File: src/sv/ubds_pkg.sv
package ubds_pkg;

    // widths of the shared arithmetic
    localparam int DIV_W      = 40;
    localparam int DIV_CNT_W  = 6;
    localparam logic [DIV_CNT_W-1:0] DIV_LAST_STEP = DIV_CNT_W'(DIV_W - 1);

    // search range and constants
    localparam logic [7:0]  DIVIDER_FIRST = 8'd4;
    localparam logic [7:0]  DIVIDER_LAST  = 8'd254;
    localparam logic [7:0]  PERCENT       = 8'd100;

    // register reset values
    localparam logic [31:0] CLOCK_HZ_RESET  = 32'd50000000;
    localparam logic        PRESCALE_RESET  = 1'b0;
    localparam logic [6:0]  MAX_ERR_RESET   = 7'd3;

    // configuration register indexes
    localparam logic [1:0] CFG_CLOCK_HZ  = 2'd0;
    localparam logic [1:0] CFG_PRESCALE  = 2'd1;
    localparam logic [1:0] CFG_MAX_ERR   = 2'd2;

    // result status codes
    localparam logic [1:0] STATUS_OK    = 2'd0;
    localparam logic [1:0] STATUS_RANGE = 2'd1;
    localparam logic [1:0] STATUS_ERROR = 2'd2;

    typedef enum logic [3:0] {
        ST_IDLE,
        ST_CHECK,
        ST_MUL_CD,
        ST_GO_CD,
        ST_WAIT_CD,
        ST_MUL_RATE,
        ST_GO_RATE,
        ST_WAIT_RATE,
        ST_NEXT,
        ST_FINAL,
        ST_MUL_PCT,
        ST_GO_PCT,
        ST_WAIT_PCT,
        ST_DONE
    } state_t;

endpackage

File: src/sv/uart_baud_divisor_search.sv
// UART baud divisor search.
// Input channel (s_*): one request carries a baud rate in s_tdata[31:0].
// Result channel (m_*): one result per request with status, clock divisor
// and baud divider. Dividers 4..254 are tried in rising order; the first
// with the smallest rate error wins, then the percent error is checked.
// Config port: cfg_we writes cfg_wdata into register cfg_addr (0 clock Hz,
// 1 prescale-by-8, 2 max error percent); the user writes only while idle,
// which the block itself does not enforce.
// A zero or too-fast rate goes from idle through ST_CHECK to ST_DONE. A
// search tries each candidate divider: a multiply (ST_MUL_CD), a start and a
// wait on the shared divider for the clock divisor, then, unless that is
// zero, a multiply, a start and a wait for the rate, then a step (ST_NEXT);
// then, if a divider was found, a multiply, a start and a wait for the
// percent check. The 40-bit divider sets each wait; one request is in
// flight, and s_tready is high only when idle.
// A finished result sits in an output register, so a new request is taken
// while the result waits; a stalled receiver holds m_tvalid/m_tdata and,
// once the next search is done, stalls the sequencer until taken.
// Reset (aresetn low, synchronous) empties the output register, returns
// the sequencer to idle and restores the register defaults.
module uart_baud_divisor_search (
    input  logic        aclk,
    input  logic        aresetn,
    // config write port
    input  logic        cfg_we,
    input  logic [1:0]  cfg_addr,
    input  logic [31:0] cfg_wdata,
    // request channel
    input  logic        s_tvalid,
    output logic        s_tready,
    input  logic [31:0] s_tdata,   // [31:0] baud_rate
    // result channel
    output logic        m_tvalid,
    input  logic        m_tready,
    output logic [47:0] m_tdata    // [1:0] status, [33:2] clock_divisor,
                                   // [41:34] baud_divider, [47:42] zero
);

    // configuration registers
    logic [31:0] clk_hz_reg;
    logic        prescale_reg;
    logic [6:0]  max_err_reg;

    // sequencer
    ubds_pkg::state_t state_reg, state_next;

    // search datapath
    logic [31:0] baud_reg, baud_next;
    logic [31:0] clk_reg, clk_next;      // prescaled clock used by the search
    logic [7:0]  d_reg, d_next;          // candidate baud divider
    logic [39:0] prod_reg, prod_next;    // shared multiplier output
    logic [31:0] cd_reg, cd_next;        // candidate clock divisor
    logic        found_reg, found_next;
    logic [31:0] best_err_reg, best_err_next;
    logic [31:0] best_cd_reg, best_cd_next;
    logic [7:0]  best_div_reg, best_div_next;

    // result being built
    logic [1:0]  res_status_reg, res_status_next;
    logic [31:0] res_cd_reg, res_cd_next;
    logic [7:0]  res_div_reg, res_div_next;

    // output register
    logic        out_valid_reg, out_valid_next;
    logic [47:0] out_data_reg, out_data_next;

    // shared multiplier operands
    logic [31:0] mul_a;
    logic [7:0]  mul_b;
    logic [39:0] mul_p;

    // shared divider
    logic        div_start;
    logic [39:0] div_dividend;
    logic [39:0] div_divisor;
    logic [39:0] div_quot;
    logic        div_done;

    logic        accept;
    logic        out_free;
    logic        too_fast;
    logic [7:0]  d_plus1;
    logic [31:0] rate;
    logic [31:0] err;

    assign accept   = s_tvalid && s_tready;
    assign out_free = !out_valid_reg || m_tready;
    // 2*baud > clock, one bit wider so nothing overflows
    assign too_fast = {baud_reg, 1'b0} > {1'b0, clk_hz_reg};
    assign d_plus1  = d_reg + 8'd1;
    assign rate     = div_quot[31:0];
    assign err      = (baud_reg > rate) ? (baud_reg - rate) : (rate - baud_reg);
    assign mul_p    = {8'd0, mul_a} * {32'd0, mul_b};

    ubds_div u_div (
        .aclk     (aclk),
        .aresetn  (aresetn),
        .start    (div_start),
        .dividend (div_dividend),
        .divisor  (div_divisor),
        .quotient (div_quot),
        .done     (div_done)
    );

    // configuration writes
    always_ff @(posedge aclk) begin
        if (!aresetn) begin
            clk_hz_reg   <= ubds_pkg::CLOCK_HZ_RESET;
            prescale_reg <= ubds_pkg::PRESCALE_RESET;
            max_err_reg  <= ubds_pkg::MAX_ERR_RESET;
        end else if (cfg_we) begin
            unique case (cfg_addr)
                ubds_pkg::CFG_CLOCK_HZ: clk_hz_reg   <= cfg_wdata;
                ubds_pkg::CFG_PRESCALE: prescale_reg <= cfg_wdata[0];
                ubds_pkg::CFG_MAX_ERR:  max_err_reg  <= cfg_wdata[6:0];
                default: ;  // unused index, ignored
            endcase
        end
    end

    // next state
    always_comb begin
        state_next = state_reg;
        unique case (state_reg)
            ubds_pkg::ST_IDLE:
                if (accept) state_next = ubds_pkg::ST_CHECK;
            ubds_pkg::ST_CHECK:
                if (baud_reg == 32'd0 || too_fast) state_next = ubds_pkg::ST_DONE;
                else state_next = ubds_pkg::ST_MUL_CD;
            ubds_pkg::ST_MUL_CD:  state_next = ubds_pkg::ST_GO_CD;
            ubds_pkg::ST_GO_CD:   state_next = ubds_pkg::ST_WAIT_CD;
            ubds_pkg::ST_WAIT_CD:
                if (div_done) begin
                    if (div_quot == 40'd0) state_next = ubds_pkg::ST_NEXT;
                    else state_next = ubds_pkg::ST_MUL_RATE;
                end
            ubds_pkg::ST_MUL_RATE: state_next = ubds_pkg::ST_GO_RATE;
            ubds_pkg::ST_GO_RATE:  state_next = ubds_pkg::ST_WAIT_RATE;
            ubds_pkg::ST_WAIT_RATE:
                if (div_done) state_next = ubds_pkg::ST_NEXT;
            ubds_pkg::ST_NEXT:
                if (d_reg == ubds_pkg::DIVIDER_LAST) state_next = ubds_pkg::ST_FINAL;
                else state_next = ubds_pkg::ST_MUL_CD;
            ubds_pkg::ST_FINAL:
                if (found_reg) state_next = ubds_pkg::ST_MUL_PCT;
                else state_next = ubds_pkg::ST_DONE;
            ubds_pkg::ST_MUL_PCT: state_next = ubds_pkg::ST_GO_PCT;
            ubds_pkg::ST_GO_PCT:  state_next = ubds_pkg::ST_WAIT_PCT;
            ubds_pkg::ST_WAIT_PCT:
                if (div_done) state_next = ubds_pkg::ST_DONE;
            ubds_pkg::ST_DONE:
                if (out_free) state_next = ubds_pkg::ST_IDLE;
            default: state_next = ubds_pkg::ST_IDLE;
        endcase
    end

    // datapath control
    always_comb begin
        baud_next       = baud_reg;
        clk_next        = clk_reg;
        d_next          = d_reg;
        prod_next       = prod_reg;
        cd_next         = cd_reg;
        found_next      = found_reg;
        best_err_next   = best_err_reg;
        best_cd_next    = best_cd_reg;
        best_div_next   = best_div_reg;
        res_status_next = res_status_reg;
        res_cd_next     = res_cd_reg;
        res_div_next    = res_div_reg;
        out_valid_next  = out_valid_reg && !m_tready;
        out_data_next   = out_data_reg;
        s_tready        = 1'b0;
        mul_a           = baud_reg;
        mul_b           = d_plus1;
        div_start       = 1'b0;
        div_dividend    = {8'd0, clk_reg};
        div_divisor     = prod_reg;

        unique case (state_reg)
            ubds_pkg::ST_IDLE: begin
                s_tready = 1'b1;
                if (accept) baud_next = s_tdata;
            end
            ubds_pkg::ST_CHECK: begin
                res_status_next = ubds_pkg::STATUS_RANGE;
                res_cd_next     = 32'd0;
                res_div_next    = 8'd0;
                // prescale does not apply to the too-fast check
                clk_next   = prescale_reg ? {3'd0, clk_hz_reg[31:3]} : clk_hz_reg;
                d_next     = ubds_pkg::DIVIDER_FIRST;
                found_next = 1'b0;
            end
            ubds_pkg::ST_MUL_CD: begin
                // baud * (d + 1)
                prod_next = mul_p;
            end
            ubds_pkg::ST_GO_CD: begin
                div_start = 1'b1;
            end
            ubds_pkg::ST_WAIT_CD: begin
                if (div_done) cd_next = div_quot[31:0];
            end
            ubds_pkg::ST_MUL_RATE: begin
                // cd * (d + 1)
                mul_a     = cd_reg;
                prod_next = mul_p;
            end
            ubds_pkg::ST_GO_RATE: begin
                div_start = 1'b1;
            end
            ubds_pkg::ST_WAIT_RATE: begin
                // first divider with the smallest error is kept
                if (div_done && (!found_reg || err < best_err_reg)) begin
                    found_next    = 1'b1;
                    best_err_next = err;
                    best_cd_next  = cd_reg;
                    best_div_next = d_reg;
                end
            end
            ubds_pkg::ST_NEXT: begin
                d_next = d_plus1;
            end
            ubds_pkg::ST_FINAL: begin
                res_status_next = ubds_pkg::STATUS_ERROR;
                res_cd_next     = found_reg ? best_cd_reg : 32'd0;
                res_div_next    = found_reg ? best_div_reg : 8'd0;
            end
            ubds_pkg::ST_MUL_PCT: begin
                // best_err * 100
                mul_a     = best_err_reg;
                mul_b     = ubds_pkg::PERCENT;
                prod_next = mul_p;
            end
            ubds_pkg::ST_GO_PCT: begin
                div_start    = 1'b1;
                div_dividend = prod_reg;
                div_divisor  = {8'd0, baud_reg};
            end
            ubds_pkg::ST_WAIT_PCT: begin
                if (div_done) begin
                    res_status_next = (div_quot > {33'd0, max_err_reg})
                                      ? ubds_pkg::STATUS_ERROR : ubds_pkg::STATUS_OK;
                end
            end
            ubds_pkg::ST_DONE: begin
                if (out_free) begin
                    out_valid_next = 1'b1;
                    out_data_next  = {6'd0, res_div_reg, res_cd_reg, res_status_reg};
                end
            end
            default: ;
        endcase
    end

    always_ff @(posedge aclk) begin
        if (!aresetn) begin
            state_reg     <= ubds_pkg::ST_IDLE;
            out_valid_reg <= 1'b0;
            found_reg     <= 1'b0;
        end else begin
            state_reg     <= state_next;
            out_valid_reg <= out_valid_next;
            found_reg     <= found_next;
        end
        baud_reg       <= baud_next;
        clk_reg        <= clk_next;
        d_reg          <= d_next;
        prod_reg       <= prod_next;
        cd_reg         <= cd_next;
        best_err_reg   <= best_err_next;
        best_cd_reg    <= best_cd_next;
        best_div_reg   <= best_div_next;
        res_status_reg <= res_status_next;
        res_cd_reg     <= res_cd_next;
        res_div_reg    <= res_div_next;
        out_data_reg   <= out_data_next;
    end

    assign m_tvalid = out_valid_reg;
    assign m_tdata  = out_data_reg;

endmodule

File: src/sv/ubds_div.sv
// Restoring divider, one quotient bit per cycle.
module ubds_div (
    input  logic                         aclk,
    input  logic                         aresetn,
    input  logic                         start,
    input  logic [ubds_pkg::DIV_W-1:0]   dividend,
    input  logic [ubds_pkg::DIV_W-1:0]   divisor,
    output logic [ubds_pkg::DIV_W-1:0]   quotient,
    output logic                         done
);

    logic                              busy_reg, busy_next;
    logic                              done_reg, done_next;
    logic [ubds_pkg::DIV_CNT_W-1:0]    cnt_reg, cnt_next;
    logic [ubds_pkg::DIV_W-1:0]        rem_reg, rem_next;
    logic [ubds_pkg::DIV_W-1:0]        quo_reg, quo_next;
    logic [ubds_pkg::DIV_W-1:0]        dsr_reg, dsr_next;
    logic [ubds_pkg::DIV_W:0]          trial;
    logic                              fits;

    assign trial = {rem_reg, quo_reg[ubds_pkg::DIV_W-1]};
    assign fits  = trial >= {1'b0, dsr_reg};

    always_comb begin
        busy_next = busy_reg;
        done_next = 1'b0;
        cnt_next  = cnt_reg;
        rem_next  = rem_reg;
        quo_next  = quo_reg;
        dsr_next  = dsr_reg;
        if (start) begin
            busy_next = 1'b1;
            cnt_next  = '0;
            rem_next  = '0;
            quo_next  = dividend;
            dsr_next  = divisor;
        end else if (busy_reg) begin
            rem_next = fits ? ubds_pkg::DIV_W'(trial - {1'b0, dsr_reg})
                            : trial[ubds_pkg::DIV_W-1:0];
            quo_next = {quo_reg[ubds_pkg::DIV_W-2:0], fits};
            cnt_next = cnt_reg + 1'b1;
            if (cnt_reg == ubds_pkg::DIV_LAST_STEP) begin
                busy_next = 1'b0;
                done_next = 1'b1;
            end
        end
    end

    always_ff @(posedge aclk) begin
        if (!aresetn) begin
            busy_reg <= 1'b0;
            done_reg <= 1'b0;
            cnt_reg  <= '0;
        end else begin
            busy_reg <= busy_next;
            done_reg <= done_next;
            cnt_reg  <= cnt_next;
        end
        rem_reg <= rem_next;
        quo_reg <= quo_next;
        dsr_reg <= dsr_next;
    end

    assign quotient = quo_reg;
    assign done     = done_reg;

endmodule

File: config.mk
export PLATFORM = sky130hd
export DESIGN_NAME = uart_baud_divisor_search
export DESIGN_NICKNAME = d
export VERILOG_FILES = /design/src/sv/ubds_pkg.sv /design/src/sv/uart_baud_divisor_search.sv /design/src/sv/ubds_div.sv
export SDC_FILE = /design/constraint.sdc
export NUM_CORES = 2
export LEC_CHECK = 0
export BUFFER_PORTS_ARGS = -buffer_cell sky130_fd_sc_hd__buf_2
export CORE_ASPECT_RATIO = 0.9
export CORE_MARGIN = 3
export CORE_UTILIZATION = 43
export DETAILED_ROUTE_END_ITERATION = 10
export PLACE_DENSITY_LB_ADDON = 0.08
export SLEW_MARGIN = 10
export SYNTH_ARGS = -nofsm -noshare
export SYNTH_HDL_FRONTEND = slang
export SYNTH_HIERARCHICAL = 1
export SYNTH_SLANG_ARGS = --single-unit
File: constraint.sdc
create_clock -name aclk -period 15.2 [get_ports aclk]
set_input_delay 1.52 -clock aclk [delete_from_list [all_inputs] [get_ports aclk]]
set_output_delay 1.52 -clock aclk [all_outputs]
set_load 0.005 [all_outputs]
Word-level counts from Yosys, hierarchy flattened
Index checks and enable logic that the tools add are counted.
Word-level totals
  flip-flop bits (word level): 474
  bits of input ports: 71
  output and inout port bits: 50
Cells by class
  add/sub/neg operators: 5
  multiply operators: 1
  magnitude comparators: 5
  equality and inequality tests: 23
  muxes and demuxes: 37
  bitwise operators: 2
  reductions and logical operators: 32
Operators by type and width (number)
  2-to-1 mux 40 bit: 4
  case mux 32 bit (2 select lines): 2
  2-to-1 mux 32 bit: 3
  subtractor 32 bit: 2
  case mux 4 bit (14 select lines): 1
  >= comparator 41 x 40 -> 1 bit: 1
  > comparator 40 x 7 -> 1 bit: 1
  logical NOT 40 bit: 1
  multiplier 32 x 8 -> 40 bit: 1
  subtractor 40 bit: 1
  > comparator 33 x 32 -> 1 bit: 1
  > comparator 32 bit: 1
  logical NOT 32 bit: 1
  less-than comparator 32 bit: 1
  2-to-1 mux 4 bit: 8
  case mux 8 bit (2 select lines): 2
  2-to-1 mux 29 bit: 1
  == test 4 bit (second input constant): 6
  AND reduction 2 bit: 9
  == test 4 x 3 -> 1 bit (second input constant): 4
  2-to-1 mux 8 bit: 2
  2-to-1 mux 1 bit: 9
  OR reduction 3 bit: 3
  adder 8 x 1 -> 8 bit (second input constant): 1
  23 further kinds: 39

Logic depth before layout (Yosys ltp)
  word-level depth: 7
  gate-level depth with buffers: 28
  gate-level depth less buffers: 24

Cells and area by module
Netlist, hierarchy kept.
By module, submodules not included
  uart_baud_divisor_search: instances 1, cells an instance 2771, area each 26603.0 µm², sequential area each 9929.5 µm²
  ubds_div: instances 1, cells an instance 727, area each 7364.6 µm², sequential area each 3363.2 µm²

Worst setup path after synthesis
Ideal clock, no wire load.
  path type: reg2reg
  from: reg baud_reg[0]
  to: reg best_cd_reg[0], enable pin
  library setup time: 609 ps
  arrival: 9851 ps
  setup slack: 4740 ps
  stages on the path, launching flop included: 24
  path buffers: 3
  period minus slack after synthesis: 10460 ps
  cell sequence: edfxtp_1 -> inv_1 -> ha_1 -> inv_1 -> fa_1 -> a21o_1 -> a211oi_1 -> a211oi_2 -> o311a_4 -> nor2_4 -> buf_6 -> buf_6 -> buf_4 -> mux2_2 -> ha_1 -> a21boi_1 -> o21a_1 -> o21a_1 -> o21ai_0 -> nand2b_1 -> a2111oi_0 -> o221ai_1 -> a221o_1 -> a211oi_1
On the way
  longest elaborated chain between the ends: 6
Ends and longest elaborated chain
  start, declared: RTL line uart_baud_divisor_search.sv:48  | logic [31:0] baud_reg, baud_next;
  start signal, assigned: RTL line uart_baud_divisor_search.sv:266  | baud_reg <= baud_next;
  subtractor 32 bit or > comparator 32 bit (tied branches): RTL line uart_baud_divisor_search.sv:92  | assign err = (baud_reg > rate) ? (baud_reg - rate) : (rate - baud_reg);
  2-to-1 mux 32 bit *: RTL line uart_baud_divisor_search.sv:92
  via err[1]: RTL line uart_baud_divisor_search.sv:84  | logic [31:0] err;
  less-than comparator 32 bit *: RTL line uart_baud_divisor_search.sv:214  | if (div_done && (!found_reg || err < best_err_reg)) begin
  logical OR 1 bit *: RTL line uart_baud_divisor_search.sv:214
  logical AND 1 bit *: RTL line uart_baud_divisor_search.sv:214
  AND reduction 2 bit (no line) *
  end signal, assigned: RTL line uart_baud_divisor_search.sv:272  | best_cd_reg <= best_cd_next;
  end, declared: RTL line uart_baud_divisor_search.sv:55  | logic [31:0] best_cd_reg, best_cd_next;
The timed path passes the listed nets; every way through them passes the cells marked *.
A chain may end at the register's enable or synchronous reset.

Final worst setup path
  from: reg state_reg[1]
  to: reg prod_reg[38], data pin
On the way
  longest elaborated chain between the ends: 3
Ends and longest elaborated chain
  start, declared: RTL line uart_baud_divisor_search.sv:45  | ubds_pkg::state_t state_reg, state_next;
  start signal, assigned: RTL line uart_baud_divisor_search.sv:258  | state_reg <= ubds_pkg::ST_IDLE;
  start signal, assigned: RTL line uart_baud_divisor_search.sv:262  | state_reg <= state_next;
  == test 4 bit or == test 4 x 3 -> 1 bit (tied branches): RTL line uart_baud_divisor_search.sv:180  | unique case (state_reg)
  case mux 32 bit (2 select lines) or 2-to-1 mux 8 bit (tied branches): RTL line uart_baud_divisor_search.sv:180
  multiplier 32 x 8 -> 40 bit *: RTL line uart_baud_divisor_search.sv:93  | assign mul_p = {8'd0, mul_a} * {32'd0, mul_b};
  via mul_p[38]: RTL line uart_baud_divisor_search.sv:70  | logic [39:0] mul_p;
  end signal, assigned: RTL line uart_baud_divisor_search.sv:269  | prod_reg <= prod_next;
  end, declared: RTL line uart_baud_divisor_search.sv:51  | logic [39:0] prod_reg, prod_next;
Marked as above.

==> results.json <==
{
  "grt_pass1_vias": 26000,
  "synth-seq-area-share_pct": 39.1,
  "globalRouteTotalUtil_pct": 26.5,
  "drv_slew": 0,
  "setup_viol": 0,
  "routed_via_density": 5.68,
  "status": "completed",
  "crit_arrival_ns": 8.81,
  "grt_max_degree": 95,
  "crit_required_ns": 15.55,
  "finish.net_count": 4035,
  "postCtsResizedCells": 0,
  "cp_cell_sequence": "nor2b_1 > and2_1 > buf_4 > nor2_2 > buf_4 > a22oi_1 > o21ai_0 > fa_1 > fa_1 > fa_1 > inv_1 > fa_1 > inv_1 > ha_1 > nand2_1 > nor4_1 > o21ai_0 > a21o_1 > a21oi_1 > o21bai_1 > a31oi_1 > mux2i_1 > o2111ai_1",
  "crit_path_start_kind": "flip-flop",
  "maxSlewHeadroom_pct": 15.9,
  "tightest_slew_ns": 1.26,
  "async_reset_ff_share_pct": 0,
  "clock_insertion_delay_worst_skew_ns": 0.61,
  "dp_hpwl_mm": 85.9,
  "reg2reg_to": "prod_reg[38]",
  "reg2reg_from": "state_reg[1]",
  "max_freq_mhz": 118,
  "cts-root-buf": "clkbuf_16",
  "fin_worst_skew_ns": 0.0197,
  "met1_usage_pct": 37.7,
  "coreArea_um2": 78000,
  "postSynthCellCount": 3498,
  "start_util_pct": 43.5,
  "synth_edf_count": 380,
  "synth_top_flop_cell": "edfxtp_1",
  "max-cap-violations": 0,
  "drcViolationCount": 0,
  "drt_iter0_drc": 2610,
  "netlist_area_um2": 34000,
  "drive_gt1_share_pct": 9.16,
  "dieHeight_um": 273,
  "numCtsBuffers": 53,
  "rsz0062_at_grt": "no",
  "cpMostUsedCell": "fa_1",
  "ant_nets": 0,
  "finalCritPeriodShare_pct": 55.7,
  "clkTransAtPathRegs_ns": 0.06,
  "final_common_cell": "inv_1",
  "area_growth_syn_to_layout_pct": 9.72,
  "critPathCaptureType": "flip-flop",
  "rows": 97,
  "wire_per_inst_um": 23.6,
  "grt_overflow_total": 0,
  "layout_common_cells": "inv_1 (422), nand2_1 (397), edfxtp_1 (380)",
  "post_cts_buffers": 0,
  "antenna_found_initial": 10,
  "crit_end": "prod_reg[38]",
  "h-tree-depth": 2,
  "reg2reg_slack_ns": 6.74,
  "hold_violations": 0,
  "cts_buffer_depth": 3,
  "slowest_delay_ns": 0.77,
  "ios": 121,
  "yosysWarningCount": 6,
  "die_x_um": 302,
  "grt_first_pass_wirelength_mm": 165,
  "crit_path_start": "state_reg[1]",
  "setup_tns_ns": 0,
  "cts_num_sinks": 474,
  "gp_congestion": 0.985,
  "synth_cell_types": 99,
  "min_period_ns": 8.46,
  "slowest_stage": "a22oi_1",
  "hold_buffers": 0,
  "drt-total-wl_mm": 110,
  "tritoncts": "built",
  "hold_class": "reg -> reg",
  "use_met2_pct": 40.2,
  "synth.avg_cell_area_um2": 9.71,
  "num_vias": 26300,
  "die_area_um2": 82400,
  "top_usage_layer": "met2",
  "dr.pass1.iters": 6,
  "crit_fanout": 31,
  "rr_worst_depth": 23,
  "met3_usage_pct": 5.46,
  "largest_reg_flops": 42,
  "io_buffer_count": 114,
  "critPathKind": "reg -> reg",
  "synth-seq-cells": 474
}
[final cells by class]
| class | count | area (µm²) |
|---|---|---|
| clock buffers | 78 | 1550 |
| fillers | 7369 | 40800 |
| well taps | 1039 | 1300 |
| repair buffers | 147 | 818 |
| diodes | 6 | 15.0 |
| multi-input cells | 2447 | 18400 |
| clock inverters | 21 | 298 |
| flip-flops and latches | 474 | 13300 |
| inverters | 423 | 1590 |
[routing by layer]
| metal | vias to the layer above | part of all wire [%] |
|---|---|---|
| li1 | 12100 | - |
| met4 | 0 | 3.9 |
| met5 | - | 0 |
| met3 | 176 | 8.6 |
| met1 | 12900 | 44 |
| met2 | 1130 | 43 |
[worst min-delay path by stage]
stage                      startpoint           to  cells past startpoint
global placement        res_cd_reg[7]   m_tdata[9]                      0
floorplan           res_status_reg[0]   m_tdata[0]                      0
detailed placement     res_cd_reg[15]  m_tdata[17]                      0
global route           res_cd_reg[15]  m_tdata[17]                      0
CTS                     res_cd_reg[1]   m_tdata[3]                      0
finish                 res_cd_reg[15]  m_tdata[17]                      0
[logic make-up (layout without fill, tap and decap cells)]
family                     after synthesis  after routing  synth area share, %
muxes                                   75             75                 2.40
and+or+nand+nor                       1063           1063                 14.4
buffers and inverters                  582            669                 6.94
AOI/OAI and AO/OA                      787            787                 15.1
other                                    1             12               0.0110
xor gates and xnor gates                98             98                 2.53
DFF                                    474            474                 39.1
adders and majority gates              418            418                 19.4
[worst max-delay path: cells and delay by family (launching register included)]
family | cells | cell delay (ns)
AOI/OAI and AO/OA | 8 | 2.53
buffers and inverters | 4 | 0.78
adders and majority gates | 5 | 2.53
and+or+nand+nor | 5 | 1.40
muxes | 1 | 0.24
DFF | 1 | 0.67
[synth_stat cells (6+ instances only)]
master	instances	share of area (%)
inv_1	423	4.7
nand2_1	398	4.4
edfxtp_1	380	34
nor2_1	306	3.4
ha_1	235	8.7
o21ai_0	193	2.8
a21oi_1	191	2.8
fa_1	183	11
clkbuf_1	114	1.3
a21o_1	106	2.3
dfxtp_1	94	5.5
and2_1	64	1.2
xnor2_1	61	1.6
nand4_1	49	0.90
a211oi_1	48	1.1
mux2_2	42	1.4
nand2b_1	39	0.72
xor2_1	37	0.95
nor2b_1	36	0.66
nand3_1	32	0.47
a21boi_0	30	0.66
mux2i_1	29	0.85
nor3_1	27	0.40
nor4_1	27	0.50
a22oi_1	25	0.55
o211ai_1	23	0.51
and3_1	21	0.39
o21bai_1	21	0.46
o21a_1	20	0.44
buf_2	17	0.25
a31oi_1	16	0.29
or3_1	16	0.29
buf_4	13	0.29
o31ai_1	13	0.29
or2_2	11	0.20
o22ai_1	10	0.18
buf_6	8	0.27
o21ai_1	7	0.10
a221o_1	6	0.18
a22o_1	6	0.15
nor3b_1	6	0.13
[per-stage QoR]
step / cells / worst slack (ns) / util, % / instance area [µm²] / hold slack (ns)
after global placement: 4530 / 7.06 / 45.4 / 35400 / 0.401
after floorplan: 3503 / 4.74 / - / 34000 / 0.400
after CTS: 4629 / 6.96 / 47.7 / 37300 / 0.418
final: 4635 / 6.74 / 47.8 / 37300 / 0.417
after global routing: 4629 / 6.39 / 47.7 / 37300 / 0.421
after detailed placement: 4530 / 6.97 / 45.4 / 35400 / 0.405
Power is left out: the tool's default activity adds up to more than one toggle a clock period on the data nets, which glitch-free logic cannot reach.
